===== src/rtl/core/snft_pkg.sv =====
// shared types and constants of the source nat flow table
package snft_pkg;

  // result status codes
  localparam logic [2:0] STATUS_HIT       = 3'd0;
  localparam logic [2:0] STATUS_NEW       = 3'd1;
  localparam logic [2:0] STATUS_MALFORMED = 3'd2;
  localparam logic [2:0] STATUS_NO_PORT   = 3'd3;
  localparam logic [2:0] STATUS_FULL      = 3'd4;

  // configuration register indexes
  localparam int CFG_IDX_W = 3;
  localparam logic [CFG_IDX_W-1:0] CFG_PUBLIC_IP  = 3'd0;
  localparam logic [CFG_IDX_W-1:0] CFG_FIRST_PORT = 3'd1;
  localparam logic [CFG_IDX_W-1:0] CFG_PORT_LIMIT = 3'd2;
  localparam logic [CFG_IDX_W-1:0] CFG_MIN_LENGTH = 3'd3;
  localparam logic [CFG_IDX_W-1:0] CFG_MAX_LENGTH = 3'd4;

  // reset values
  localparam logic [31:0] RST_PUBLIC_IP  = 32'h0808_0808;
  localparam logic [15:0] RST_FIRST_PORT = 16'd1024;
  localparam logic [15:0] RST_PORT_LIMIT = 16'd65535;
  localparam logic [15:0] RST_MIN_LENGTH = 16'd54;
  localparam logic [15:0] RST_MAX_LENGTH = 16'd1500;

  // udp source and destination ports travel as l4_src and l4_dst
  typedef struct packed {
    logic [15:0] pkt_length;
    logic [31:0] src_ip;
    logic [31:0] dst_ip;
    logic [15:0] l4_src;
    logic [15:0] l4_dst;
  } in_t;

  typedef struct packed {
    logic [2:0]  status;
    logic [31:0] out_src_ip;
    logic [15:0] out_src_port;
    logic [31:0] flow_count;
  } out_t;

  // live configuration seen by the sequencer
  typedef struct packed {
    logic [31:0] public_ip;
    logic [15:0] port_limit;
    logic [15:0] min_length;
    logic [15:0] max_length;
  } cfg_t;

  // one flow table entry
  typedef struct packed {
    logic [31:0] key_src_ip;
    logic [31:0] key_dst_ip;
    logic [31:0] key_ports;
    logic [15:0] mapped_port;
    logic [31:0] packet_count;
  } entry_t;

endpackage


===== src/rtl/core/snft_seq.sv =====
// lookup sequencer: scans entries through one key comparator, allocates on miss
module snft_seq #(
  parameter int TABLE_ENTRIES = 1024,
  parameter int AW            = 10,
  parameter int CW            = 11
) (
  input  logic               clk,
  input  logic               rst_n,
  input  snft_pkg::cfg_t     cfg,
  input  logic               port_load,
  input  logic [15:0]        port_load_value,
  input  logic               item_valid,
  input  snft_pkg::in_t      item,
  output logic               idle,
  input  logic               out_free,
  output logic               res_valid,
  output snft_pkg::out_t     res,
  output logic               rd_en,
  output logic [AW-1:0]      rd_addr,
  input  snft_pkg::entry_t   rd_data,
  output logic               wr_en,
  output logic [AW-1:0]      wr_addr,
  output snft_pkg::entry_t   wr_data
);

  localparam logic [1:0] S_IDLE = 2'd0;
  localparam logic [1:0] S_CHK  = 2'd1;
  localparam logic [1:0] S_SCAN = 2'd2;

  logic [1:0]       state_r, state_nxt;
  snft_pkg::in_t    item_r;
  logic [CW-1:0]    idx_r, idx_nxt;
  logic             pend_r, pend_nxt;
  logic [CW-1:0]    used_r, used_nxt;
  logic [15:0]      next_port_r, next_port_nxt;

  logic             key_match;
  logic             scan_more;
  logic [31:0]      count_inc;

  // shared key comparator
  assign key_match = pend_r
                     && rd_data.key_src_ip == item_r.src_ip
                     && rd_data.key_dst_ip == item_r.dst_ip
                     && rd_data.key_ports  == {item_r.l4_src, item_r.l4_dst};
  assign scan_more = idx_r < used_r;
  assign count_inc = (rd_data.packet_count == '1) ? rd_data.packet_count
                                                  : rd_data.packet_count + 32'd1;
  assign idle      = state_r == S_IDLE;
  assign rd_addr   = idx_r[AW-1:0];

  always_comb begin
    state_nxt     = state_r;
    idx_nxt       = idx_r;
    pend_nxt      = pend_r;
    used_nxt      = used_r;
    next_port_nxt = next_port_r;
    res_valid     = 1'b0;
    res           = '0;
    rd_en         = 1'b0;
    wr_en         = 1'b0;
    wr_addr       = '0;
    wr_data       = rd_data;

    unique case (state_r)
      S_IDLE: begin
        if (item_valid) begin
          state_nxt = S_CHK;
        end
      end
      S_CHK: begin
        if (item_r.pkt_length > cfg.max_length || item_r.pkt_length < cfg.min_length) begin
          if (out_free) begin
            res_valid  = 1'b1;
            res.status = snft_pkg::STATUS_MALFORMED;
            state_nxt  = S_IDLE;
          end
        end else begin
          state_nxt = S_SCAN;
          idx_nxt   = '0;
          pend_nxt  = 1'b0;
        end
      end
      S_SCAN: begin
        if (key_match) begin
          if (out_free) begin
            // hit: bump the saturating count in place
            wr_en                = 1'b1;
            wr_addr              = idx_r[AW-1:0] - AW'(1);
            wr_data.packet_count = count_inc;
            res_valid            = 1'b1;
            res.status           = snft_pkg::STATUS_HIT;
            res.out_src_ip       = cfg.public_ip;
            res.out_src_port     = rd_data.mapped_port;
            res.flow_count       = count_inc;
            state_nxt            = S_IDLE;
          end
        end else if (scan_more) begin
          rd_en    = 1'b1;
          pend_nxt = 1'b1;
          idx_nxt  = idx_r + CW'(1);
        end else if (out_free) begin
          res_valid = 1'b1;
          state_nxt = S_IDLE;
          if (next_port_r == cfg.port_limit) begin
            res.status = snft_pkg::STATUS_NO_PORT;
          end else if (used_r == CW'(TABLE_ENTRIES)) begin
            res.status = snft_pkg::STATUS_FULL;
          end else begin
            // miss: new entry at the fill count
            wr_en                = 1'b1;
            wr_addr              = used_r[AW-1:0];
            wr_data.key_src_ip   = item_r.src_ip;
            wr_data.key_dst_ip   = item_r.dst_ip;
            wr_data.key_ports    = {item_r.l4_src, item_r.l4_dst};
            wr_data.mapped_port  = next_port_r;
            wr_data.packet_count = 32'd1;
            res.status           = snft_pkg::STATUS_NEW;
            res.out_src_ip       = cfg.public_ip;
            res.out_src_port     = next_port_r;
            res.flow_count       = 32'd1;
            next_port_nxt        = next_port_r + 16'd1;
            used_nxt             = used_r + CW'(1);
          end
        end
      end
      default: begin
        state_nxt = S_IDLE;
      end
    endcase

    if (port_load) begin
      next_port_nxt = port_load_value;
    end
  end

  always_ff @(posedge clk) begin
    if (!rst_n) begin
      state_r     <= S_IDLE;
      idx_r       <= '0;
      pend_r      <= 1'b0;
      used_r      <= '0;
      next_port_r <= snft_pkg::RST_FIRST_PORT;
    end else begin
      state_r     <= state_nxt;
      idx_r       <= idx_nxt;
      pend_r      <= pend_nxt;
      used_r      <= used_nxt;
      next_port_r <= next_port_nxt;
    end
  end

  always_ff @(posedge clk) begin
    if (state_r == S_IDLE && item_valid) begin
      item_r <= item;
    end
  end

endmodule


===== config.mk =====
export PLATFORM = sky130hd
export DESIGN_NAME = snft_seq
export DESIGN_NICKNAME = d
export VERILOG_FILES = /design/src/rtl/core/snft_pkg.sv /design/src/rtl/core/snft_seq.sv
export SDC_FILE = /design/constraint.sdc
export NUM_CORES = 1
export LEC_CHECK = 0
export ABC_CLOCK_PERIOD_IN_PS = 3450
export BUFFER_PORTS_ARGS = -buffer_cell sky130_fd_sc_hd__buf_2
export CAP_MARGIN = 10
export CORE_AREA = 3 3 233 235
export DETAILED_ROUTE_END_ITERATION = 6
export DIE_AREA = 0 0 236 238
export GPL_TIMING_DRIVEN = 0
export PLACE_DENSITY = 0.43
export SLEW_MARGIN = 20
export SYNTH_ARGS = -nofsm -noshare
export SYNTH_HDL_FRONTEND = slang
export SYNTH_SLANG_ARGS = --single-unit

===== constraint.sdc =====
create_clock -name clk -period 3.45 [get_ports clk]
set_input_delay 0.1725 -clock clk [delete_from_list [all_inputs] [get_ports clk]]
set_output_delay 0.1725 -clock clk [all_outputs]
set_load 0.02 [all_outputs]

==> run metrics <==
critical path type=flop to primary output; PD cells=280 nW/um2; worst setup timing slack at the placement stage=-1.25 ns; HP Class=input pin to flop; number of enable flip-flop cells after synthesis=between 100 and 150; worst-case vdd ir drop=approximately 0.00034 V; GRT Total Usage=between 20 and 25%; DRC marker count from the first detailed-route iteration=481; CTS Sinks=around 150; final worst slack=-0.345 ns; first drt pass iteration count=5; headroom to the max-slew limit=42.1%; HPWL after detailed placement=about 49000 um; TritonCTS clock tree=built; Cell Area, Synth=about 11000 um2; ports placed on the boundary=608; number of maximum-capacitance constraint violations=0; final worst-path cycle share=110%; vias in the first global route=14.0k; share of layout cells above drive strength 1=48.9%; post-route met1 wirelength=23000 um; worst endpoint required time=roughly 3.3 ns; Die Ht=238 um; global-route congestion overflow total=0; routed wire length on met3=3650 um; max-slew violation count=0; Syn. warnings=0; initial core utilization=21.8%; violated checks=setup timing; cell count after synthesis=1263; shortest period the worst path allows=3.80 ns; wirelength, routed=64000 um; run status=finished with violations; Port-buffer cells=slightly above 600; async set-or-reset flop fraction in the synthesized netlist=0%; endpoint type of the worst setup path=primary output; final setup violating endpoints=218; Final TNS setup=-39.76 ns; final RePlAce weighted congestion=0.877; uppermost layer routed=met5; Hold Violations, Final=0; Net Count, Synth=1671; transition time at the pin with the least slew margin=0.868 ns; final-stage net count=2506; Area growth syn-to-layout=91.1%; global-route wire length before repair=89800 um; Core Rows=84; TritonCTS buffer count=17; Syn Area/Cell=just over 9 um2; CP max FO=10; routed wirelength normalized by instance count=between 20 and 25 um; Core ar.=~52000 um2; unrepaired setup endpoints after global routing=yes; standby leakage power=9.65 nW; DR DRC count=0; Die W=236 um; total vias in the final route=13.1k; count of antenna-violating nets left after detailed routing=0; Main synth FF type=sky130_fd_sc_hd__edfxtp_1; insertion delay of the later-clocked pin in the worst-skew pair=between 0.4 and 0.5 ns; register bit total from synthesis=153; Distinct cells, synth=57; crit path launch type=flop; WP data arrival=about 3.6 ns; met2 WL=34600 um; via-per-instance ratio=4.67; number of H-tree levels=4; Seq/Total Area, Yosys=36.6%; clock slew seen by the registers of the worst setup and hold paths=around 0.070 ns; post-layout utilization of the core=a little over two fifths; Max Root-Sink Buffers=2; library cell used as clock root buffer=sky130_fd_sc_hd__clkbuf_16; Post-Route Skew=0.0229 ns; antenna violations before repair=17; upper clock frequency limit=263 MHz; maximum number of pins on one net before global-route repair=51; Die Outline Area=56200 um2
[synth_stat cells (18+ instances only)]
library cell               instances  share of area [%]
sky130_fd_sc_hd__a21o_1           29                1.9
sky130_fd_sc_hd__a21oi_1          52                2.3
sky130_fd_sc_hd__and3_1           22                1.2
sky130_fd_sc_hd__buf_4            18                1.2
sky130_fd_sc_hd__clkbuf_1         32                1.0
sky130_fd_sc_hd__dfxtp_1          41                7.2
sky130_fd_sc_hd__edfxtp_1        112                 29
sky130_fd_sc_hd__ha_1             51                5.6
sky130_fd_sc_hd__inv_1            93                3.1
sky130_fd_sc_hd__mux2_2           75                7.4
sky130_fd_sc_hd__nand2_1         113                3.7
sky130_fd_sc_hd__nand2b_1         20                1.1
sky130_fd_sc_hd__nand3_1          34                1.5
sky130_fd_sc_hd__nand4_1          45                2.5
sky130_fd_sc_hd__nor2_1           73                2.4
sky130_fd_sc_hd__nor2b_1          69                3.8
sky130_fd_sc_hd__nor3_1           24                1.0
sky130_fd_sc_hd__o21ai_0          54                2.4
sky130_fd_sc_hd__xnor2_1         112                8.6
[logic make-up (layout without fill, tap and decap cells)]
kind of cell / after synthesis / after routing / synth area share, %
simple gates: 456 / 458 / 20.6
compound gates: 231 / 231 / 13.2
buf+inv: 163 / 1009 / 6.30
flops: 153 / 153 / 36.6
xor+xnor: 123 / 123 / 9.41
mux: 86 / 86 / 8.34
fa+ha+maj: 51 / 51 / 5.58
other cells: 0 / 9 / 0
[path summary, 6_finish.rpt]
kind | start | endpoint | slack (ns) | cells after the start
setup reg to reg | item_r[18]$_DFFE_PP_ | next_port_r[14]$_SDFFE_PN0P_ | 0.18 | 15
hold / removal | port_load_value[13] | next_port_r[13]$_SDFFE_PN0P_ | 0.03 | 3
hold reg to reg | used_r[5]$_SDFFE_PN0P_ | used_r[5]$_SDFFE_PN0P_ | 0.52 | 2
setup / recovery | item_r[55]$_DFFE_PP_ | wr_data[20] | -0.35 | 12
[cells in the final DEF, fill, tap and decap left out, types with 29 or more instances in the layout]
| cell type | n |
|---|---|
| sky130_fd_sc_hd__a21o_1 | 29 |
| sky130_fd_sc_hd__a21oi_1 | 32 |
| sky130_fd_sc_hd__buf_12 | 31 |
| sky130_fd_sc_hd__buf_2 | 383 |
| sky130_fd_sc_hd__buf_4 | 71 |
| sky130_fd_sc_hd__buf_6 | 216 |
| sky130_fd_sc_hd__clkbuf_16 | 30 |
| sky130_fd_sc_hd__dfxtp_1 | 39 |
| sky130_fd_sc_hd__dlygate4sd3_1 | 126 |
| sky130_fd_sc_hd__edfxtp_1 | 112 |
| sky130_fd_sc_hd__ha_1 | 51 |
| sky130_fd_sc_hd__inv_1 | 93 |
| sky130_fd_sc_hd__mux2_4 | 67 |
| sky130_fd_sc_hd__nand2_1 | 72 |
| sky130_fd_sc_hd__nand3_1 | 30 |
| sky130_fd_sc_hd__nand4_1 | 45 |
| sky130_fd_sc_hd__nor2_1 | 37 |
| sky130_fd_sc_hd__nor2_4 | 36 |
| sky130_fd_sc_hd__nor2b_1 | 43 |
| sky130_fd_sc_hd__o21ai_0 | 31 |
| sky130_fd_sc_hd__xnor2_1 | 111 |
[where the power goes]
part | internal [mW] | switching [mW]
logic | 0.902 | 0.924
registers | 2.17 | 0.121
clock network | 1.14 | 0.868
[critical path, cell delays in order (launching register included)]
cell,delay (ns)
sky130_fd_sc_hd__edfxtp_1,0.39
sky130_fd_sc_hd__nor2b_4,0.14
sky130_fd_sc_hd__a2111o_1,0.43
sky130_fd_sc_hd__nor4_1,0.27
sky130_fd_sc_hd__nand4_1,0.14
sky130_fd_sc_hd__buf_6,0.17
sky130_fd_sc_hd__buf_6,0.11
sky130_fd_sc_hd__or4_4,0.59
sky130_fd_sc_hd__buf_12,0.16
sky130_fd_sc_hd__buf_12,0.15
sky130_fd_sc_hd__nor4_2,0.24
sky130_fd_sc_hd__a21o_1,0.22
sky130_fd_sc_hd__buf_6,0.15
[layer usage]
layer,up-vias,global-route usage [%]
met5,-,0
met3,111,5.14
met2,526,41.2
met4,12,9.79
met1,6277,22.5
li1,6198,-
[stage by stage]
step	instances	hold WS, ns	cell area [um2]	total power [mW]
5_1_grt	2805	0.0479	21900	6.38
2_1_floorplan	1263	0.271	11400	3.00
3_3_place_gp	2555	0.348	15300	3.62
4_1_cts	2793	0.0140	20600	6.09
6_report	2808	0.0346	21900	6.12
3_5_place_dp	2559	0.351	15400	3.64
[cell type report]
type                            count  area [um2]
Antenna cell                        9        22.5
Timing Repair Buffer              825        6910
Sequential cell                   153        4190
Clock inverter                     14         170
Fill cell                        5092       30600
Tap cell                          688         861
Multi-Input combinational cell    949        8220
Buffer                             57         698
Inverter                           95         369
Clock buffer                       18         429
[what timing repair did]
item | 4_1_cts | 5_1_grt
buffers inserted | 61 | 20
hold endpoints to repair | 126 | 0
pin swaps | 64 | 70
resized for setup | 700 | 319
gates cloned | 20 | 7
endpoints found under the setup margin | 280 | 256
hold buffers | 126 | 0
[flip-flops by register name, indices dropped and copies added (netlist names)]
| signal | count |
|---|---|
| state_r | 2 |
| item_r | 112 |
| idx_r | 11 |
| pend_r | 1 |
| next_port_r | 16 |
| used_r | 11 |
Note: power is estimated with default switching activity, not from simulation.
